===== src/hw/rtl/scht_pkg.sv =====
// Shared types, constants and helpers for the squared-cost segmentation block.
// Used by scht_ctrl, scht_dp and squared_cost_segmentation_cht.
`default_nettype none

package scht_pkg;

  localparam int MAX_ITEMS   = 1024;
  localparam int LENGTH_BITS = 16;
  localparam int TGT_W       = 26;
  localparam int PFX_W       = 27;
  localparam int CNT_W       = 11;
  localparam int ADDR_W      = 10;
  localparam int COST_W      = 56;
  localparam int MA_W        = 28;
  localparam int MB_W        = 27;
  localparam int PROD_W      = 55;
  localparam int WIDE_W      = 83;
  localparam int HALF_W      = 28;
  localparam int ENT_W       = PFX_W + COST_W;

  localparam logic [CNT_W-1:0] MAX_CNT = CNT_W'(MAX_ITEMS);

  typedef struct packed {
    logic                   first_item;
    logic [LENGTH_BITS-1:0] item_length;
  } in_item_t;

  typedef struct packed {
    logic [COST_W-1:0] best_cost;
    logic              overflow;
  } out_item_t;

  typedef struct packed {
    logic [PFX_W-1:0]  x;
    logic [COST_W-1:0] y;
  } hull_ent_t;

  typedef enum logic [4:0] {
    S_IDLE, S_FCHK, S_FRA, S_FRB, S_FMUL, S_FCMP,
    S_JRD, S_JLAT, S_CM1, S_CM2, S_CM3, S_CY,
    S_BCHK, S_BRA, S_BRB, S_BDIF, S_BM1, S_BM2, S_BM3, S_BM4, S_BM5, S_BCMP,
    S_PUSH, S_FIN
  } state_t;

  typedef enum logic [4:0] {
    OP_NONE, OP_START, OP_FRD, OP_FRA, OP_FRB, OP_FMUL, OP_FPOP,
    OP_JRD, OP_JLAT, OP_CM1, OP_CM2, OP_CM3, OP_CY,
    OP_BRD, OP_BRA, OP_BRB, OP_BDIF, OP_BM1, OP_BM2, OP_BM3, OP_BM4, OP_BM5,
    OP_BPOP, OP_PUSH, OP_OUT
  } op_t;

  typedef struct packed {
    logic ovf;
    logic fr_cond;
    logic fr_pop;
    logic yn_ok;
    logic bk_cond;
    logic bk_pop;
    logic out_free;
  } status_t;

  // a < b for sign-magnitude values; negative zero counts as zero
  function automatic logic lt_sm(input logic na, input logic [WIDE_W-1:0] ma,
                                 input logic nb, input logic [WIDE_W-1:0] mb);
    logic sa;
    logic sb;
    logic r;
    sa = na && (ma != '0);
    sb = nb && (mb != '0);
    if (sa != sb) begin
      r = sa;
    end else if (!sa) begin
      r = (ma < mb);
    end else begin
      r = (ma > mb);
    end
    return r;
  endfunction

endpackage

`default_nettype wire


===== src/hw/rtl/scht_ctrl.sv =====
// Sequencer for the hull update: front pops, cost, back pops, push, result.
// Depends on scht_pkg; drives scht_dp through op codes.
`default_nettype none

module scht_ctrl (
  input  wire logic             clk,
  input  wire logic             rst_n,
  input  wire logic             in_valid,
  output logic                  in_stall,
  input  wire scht_pkg::status_t st,
  output scht_pkg::op_t         op
);

  scht_pkg::state_t state_r;
  scht_pkg::state_t state_nxt;

  always_ff @(posedge clk) begin
    if (!rst_n) begin
      state_r <= scht_pkg::S_IDLE;
    end else begin
      state_r <= state_nxt;
    end
  end

  always_comb begin
    state_nxt = state_r;
    op        = scht_pkg::OP_NONE;
    in_stall  = 1'b1;
    unique case (state_r)
      scht_pkg::S_IDLE: begin
        in_stall = 1'b0;
        if (in_valid) begin
          op        = scht_pkg::OP_START;
          state_nxt = scht_pkg::S_FCHK;
        end
      end
      scht_pkg::S_FCHK: begin
        op = scht_pkg::OP_FRD;
        if (st.ovf) begin
          state_nxt = scht_pkg::S_FIN;
        end else if (st.fr_cond) begin
          state_nxt = scht_pkg::S_FRA;
        end else begin
          state_nxt = scht_pkg::S_JRD;
        end
      end
      scht_pkg::S_FRA: begin
        op        = scht_pkg::OP_FRA;
        state_nxt = scht_pkg::S_FRB;
      end
      scht_pkg::S_FRB: begin
        op        = scht_pkg::OP_FRB;
        state_nxt = scht_pkg::S_FMUL;
      end
      scht_pkg::S_FMUL: begin
        op        = scht_pkg::OP_FMUL;
        state_nxt = scht_pkg::S_FCMP;
      end
      scht_pkg::S_FCMP: begin
        if (st.fr_pop) begin
          op        = scht_pkg::OP_FPOP;
          state_nxt = scht_pkg::S_FCHK;
        end else begin
          state_nxt = scht_pkg::S_JRD;
        end
      end
      scht_pkg::S_JRD: begin
        op        = scht_pkg::OP_JRD;
        state_nxt = scht_pkg::S_JLAT;
      end
      scht_pkg::S_JLAT: begin
        op        = scht_pkg::OP_JLAT;
        state_nxt = scht_pkg::S_CM1;
      end
      scht_pkg::S_CM1: begin
        op        = scht_pkg::OP_CM1;
        state_nxt = scht_pkg::S_CM2;
      end
      scht_pkg::S_CM2: begin
        op        = scht_pkg::OP_CM2;
        state_nxt = scht_pkg::S_CM3;
      end
      scht_pkg::S_CM3: begin
        op        = scht_pkg::OP_CM3;
        state_nxt = st.yn_ok ? scht_pkg::S_CY : scht_pkg::S_FIN;
      end
      scht_pkg::S_CY: begin
        op        = scht_pkg::OP_CY;
        state_nxt = scht_pkg::S_BCHK;
      end
      scht_pkg::S_BCHK: begin
        op        = scht_pkg::OP_BRD;
        state_nxt = st.bk_cond ? scht_pkg::S_BRA : scht_pkg::S_PUSH;
      end
      scht_pkg::S_BRA: begin
        op        = scht_pkg::OP_BRA;
        state_nxt = scht_pkg::S_BRB;
      end
      scht_pkg::S_BRB: begin
        op        = scht_pkg::OP_BRB;
        state_nxt = scht_pkg::S_BDIF;
      end
      scht_pkg::S_BDIF: begin
        op        = scht_pkg::OP_BDIF;
        state_nxt = scht_pkg::S_BM1;
      end
      scht_pkg::S_BM1: begin
        op        = scht_pkg::OP_BM1;
        state_nxt = scht_pkg::S_BM2;
      end
      scht_pkg::S_BM2: begin
        op        = scht_pkg::OP_BM2;
        state_nxt = scht_pkg::S_BM3;
      end
      scht_pkg::S_BM3: begin
        op        = scht_pkg::OP_BM3;
        state_nxt = scht_pkg::S_BM4;
      end
      scht_pkg::S_BM4: begin
        op        = scht_pkg::OP_BM4;
        state_nxt = scht_pkg::S_BM5;
      end
      scht_pkg::S_BM5: begin
        op        = scht_pkg::OP_BM5;
        state_nxt = scht_pkg::S_BCMP;
      end
      scht_pkg::S_BCMP: begin
        if (st.bk_pop) begin
          op        = scht_pkg::OP_BPOP;
          state_nxt = scht_pkg::S_BCHK;
        end else begin
          state_nxt = scht_pkg::S_PUSH;
        end
      end
      scht_pkg::S_PUSH: begin
        op        = scht_pkg::OP_PUSH;
        state_nxt = scht_pkg::S_FIN;
      end
      scht_pkg::S_FIN: begin
        if (st.out_free) begin
          op        = scht_pkg::OP_OUT;
          state_nxt = scht_pkg::S_IDLE;
        end
      end
      default: state_nxt = scht_pkg::S_IDLE;
    endcase
  end

endmodule

`default_nettype wire


===== config.mk =====
export PLATFORM = sky130hd
export DESIGN_NAME = scht_ctrl
export DESIGN_NICKNAME = d
export VERILOG_FILES = /design/src/hw/rtl/scht_pkg.sv /design/src/hw/rtl/scht_ctrl.sv
export SDC_FILE = /design/constraint.sdc
export NUM_CORES = 1
export LEC_CHECK = 0
export ABC_AREA = 1
export BUFFER_PORTS_ARGS = -buffer_cell sky130_fd_sc_hd__buf_4
export CORE_UTILIZATION = 30
export DETAILED_ROUTE_END_ITERATION = 7
export GPL_ROUTABILITY_DRIVEN = 0
export PLACE_DENSITY_LB_ADDON = 0.25
export SETUP_SLACK_MARGIN = 0.5
export SLEW_MARGIN = 20
export SYNTH_ARGS = -nofsm -noshare
export SYNTH_HDL_FRONTEND = slang
export SYNTH_SLANG_ARGS = --single-unit

===== constraint.sdc =====
create_clock -name clk -period 3.3 [get_ports clk]
set_input_delay 0.33 -clock clk [delete_from_list [all_inputs] [get_ports clk]]
set_output_delay 0.33 -clock clk [all_outputs]
set_load 0.005 [all_outputs]

==> impl_metrics.toml <==
[final_layout]
largest-register = "state_r"
drive_gt1_frac = 0.252
largest_reg_flops = 5
areaGrowthSynthToFinish_pct = 23.6
multi_input_area_um2 = 472
register_area_um2 = 100
diodes = 0
reg_top3 = "state_r (5)"
nets = 142
n_fill_cell = 226

[synthesis]
syn-num-nets = 124
avgSynthCellArea_um2 = 5.73
yosysSeqAreaShare = 0.153
synth_most_common_cell = "nand2_1"
ys_seq_elements = 5
synth_area_um2 = 653
ys.flop_type = "dfxtp_1"
synth_top_area_frac = 0.178
synth_area_leaders = "nand2_1 (18%), dfxtp_1 (15%), nand3_1 (11%)"
synthArstFlopShare = 0
synth_warnings = 0
synth_edf_count = 0
synth_cell_types = 28
synth_top_area_cell = "nand2_1"
synthTopCellsByCount = "nand2_1 (31), nand3_1 (15), nor2_1 (12)"
netlist_instances = 114

[floorplanning]
start_util = 0.326
die_area_mm2 = 0.00237
rows = 16
die_w_um = 48.7
boundaryPins = 16
coreArea_mm2 = 0.00200
die_y_um = 48.7

[timing]
fmax_mhz = 483
period_minus_slack_ps = 2070
finClkSkew_ps = 6.33
drv_slew = 0
rsz0062_at_grt = "no"
setup_slack_ps = 1230
final.period_utilization = 0.628
setup_viol = 0
worst_slew_pin_slew_ps = 368
tns_ps = 0
slew-limit-headroom = 0.754
hold_viol = 0

[worst_setup_path]
crit_required_ps = 2970
crit_slowest_cell = "dfxtp_1"
worstPathCellList = "nor2_1, o21ai_0, or3b_1, buf_4"
slowest_delay_ps = 530
cp-end-kind = "output pin"
criticalPathCategory = "reg2out"
cp_max_fo = 9
cp.arrival_ps = 1740
setup.worst_path.start_class = "flip-flop"

[flow_run]
drv_cap = 0

[worst_hold_path]
min_path_type = "in2reg"

[grt]
grt_pass1_wl_mm = 3.09
overflow = 0
grt_max_degree = 14
grt_use_total = 0.172
antenna_found_initial = 0
grt_pass1_vias = 738

[pwr]
vdd_drop_max_v = 0.000313
power.density_mw_per_mm2 = 694
static-leakage-power_nw = 0.434

[detailed_routing]
drt-vias-per-instance = 5.59
detail-route-antenna-nets = 0
dr.pass1.iters = 4
drtIter0Drc = 60
wl_per_cell_um = 12.4
routed_wl_mm = 1.97
vias = 884
drc = 0

[cts]
clk_latency_ps = 250
cts_setup_buffers = 0
cts.clk_slew.worst_paths_ps = 50
clockRootBuffer = "clkbuf_4"
cts.sinks = 5
ctsHoldBuffers = 0
cts_max_level = 1
cts_tree = "built"
clockBufferDepth = 2
cts_made_buffers = 3
cts.repair.resized = 0

[placement]
port_buffers = 15
dp_slack_ps = 1550
dp.final_hpwl_mm = 1.55

[status]
status = "finished, final reports clean"
## layer usage
metal  vias up  track usage  part of all wire
li1        419            -                 -
met1       389        0.209              0.42
met2        61        0.273              0.44
met3        15       0.0377             0.090
met4         0        0.108             0.054
met5         -            0                 0
## path summary, 6_finish.rpt
kind / start / endpoint / slack, ps / cells past startpoint
worst max-delay path: state_r[4] / op[1] / 1230 / 4
worst min-delay path: rst_n / state_r[2] / 270 / 3
worst min register to register: state_r[3] / state_r[3] / 770 / 4
worst max register to register: state_r[4] / state_r[0] / 1860 / 6
## cell usage in the layout, fill, tap and decap left out, drive strengths merged
| master | n |
|---|---|
| a41oi | 1 |
| clkbuf | 4 |
| a31oi | 2 |
| o21a | 3 |
| or3b | 1 |
| nand3b | 3 |
| nand2 | 32 |
| nor2 | 16 |
| o31ai | 1 |
| o21ai | 4 |
| o221ai | 1 |
| a21oi | 3 |
| and3 | 1 |
| nor3 | 2 |
| nand4 | 4 |
| o2111ai | 1 |
| dfxtp | 5 |
| inv | 16 |
| nand3 | 16 |
| buf | 15 |
## logic make-up (layout without fill, tap and decap cells)
logic type,Yosys count,after routing,share of synthesized area
flops,5,5,0.153
compound gates,16,16,0.159
simple gates,75,75,0.563
buf+inv,18,35,0.125
## power by group
| group | internal, mW | switching, mW |
|---|---|---|
| registers | 0.0793 | 0.0409 |
| logic | 0.155 | 0.212 |
| clock network | 0.0459 | 0.0276 |
## per-stage QoR
stage	power [mW]	instance area (um^2)	hold slack, ps	cells	utilization
final	0.560	807	268	158	0.403
after global routing	0.615	807	279	158	0.403
after CTS	0.557	807	266	158	0.403
after detailed placement	0.480	781	527	154	0.390
after global placement	0.483	781	533	154	0.390
after floorplan	0.363	653	428	114	-
## worst max-delay path, delay by kind of cell (launching register included)
| kind | cells | cell delay (ps) |
|---|---|---|
| simple gates | 2 | 540 |
| flops | 1 | 530 |
| compound gates | 1 | 270 |
| buf+inv | 1 | 150 |
## cell type report
type / instances / area share
multi-input combinational: 91 / 0.584
timing repair buffer: 15 / 0.140
sequential: 5 / 0.124
inverter: 16 / 0.0775
tap: 27 / 0.0419
clock buffer: 4 / 0.0326
(Power assumes the default switching activity.)
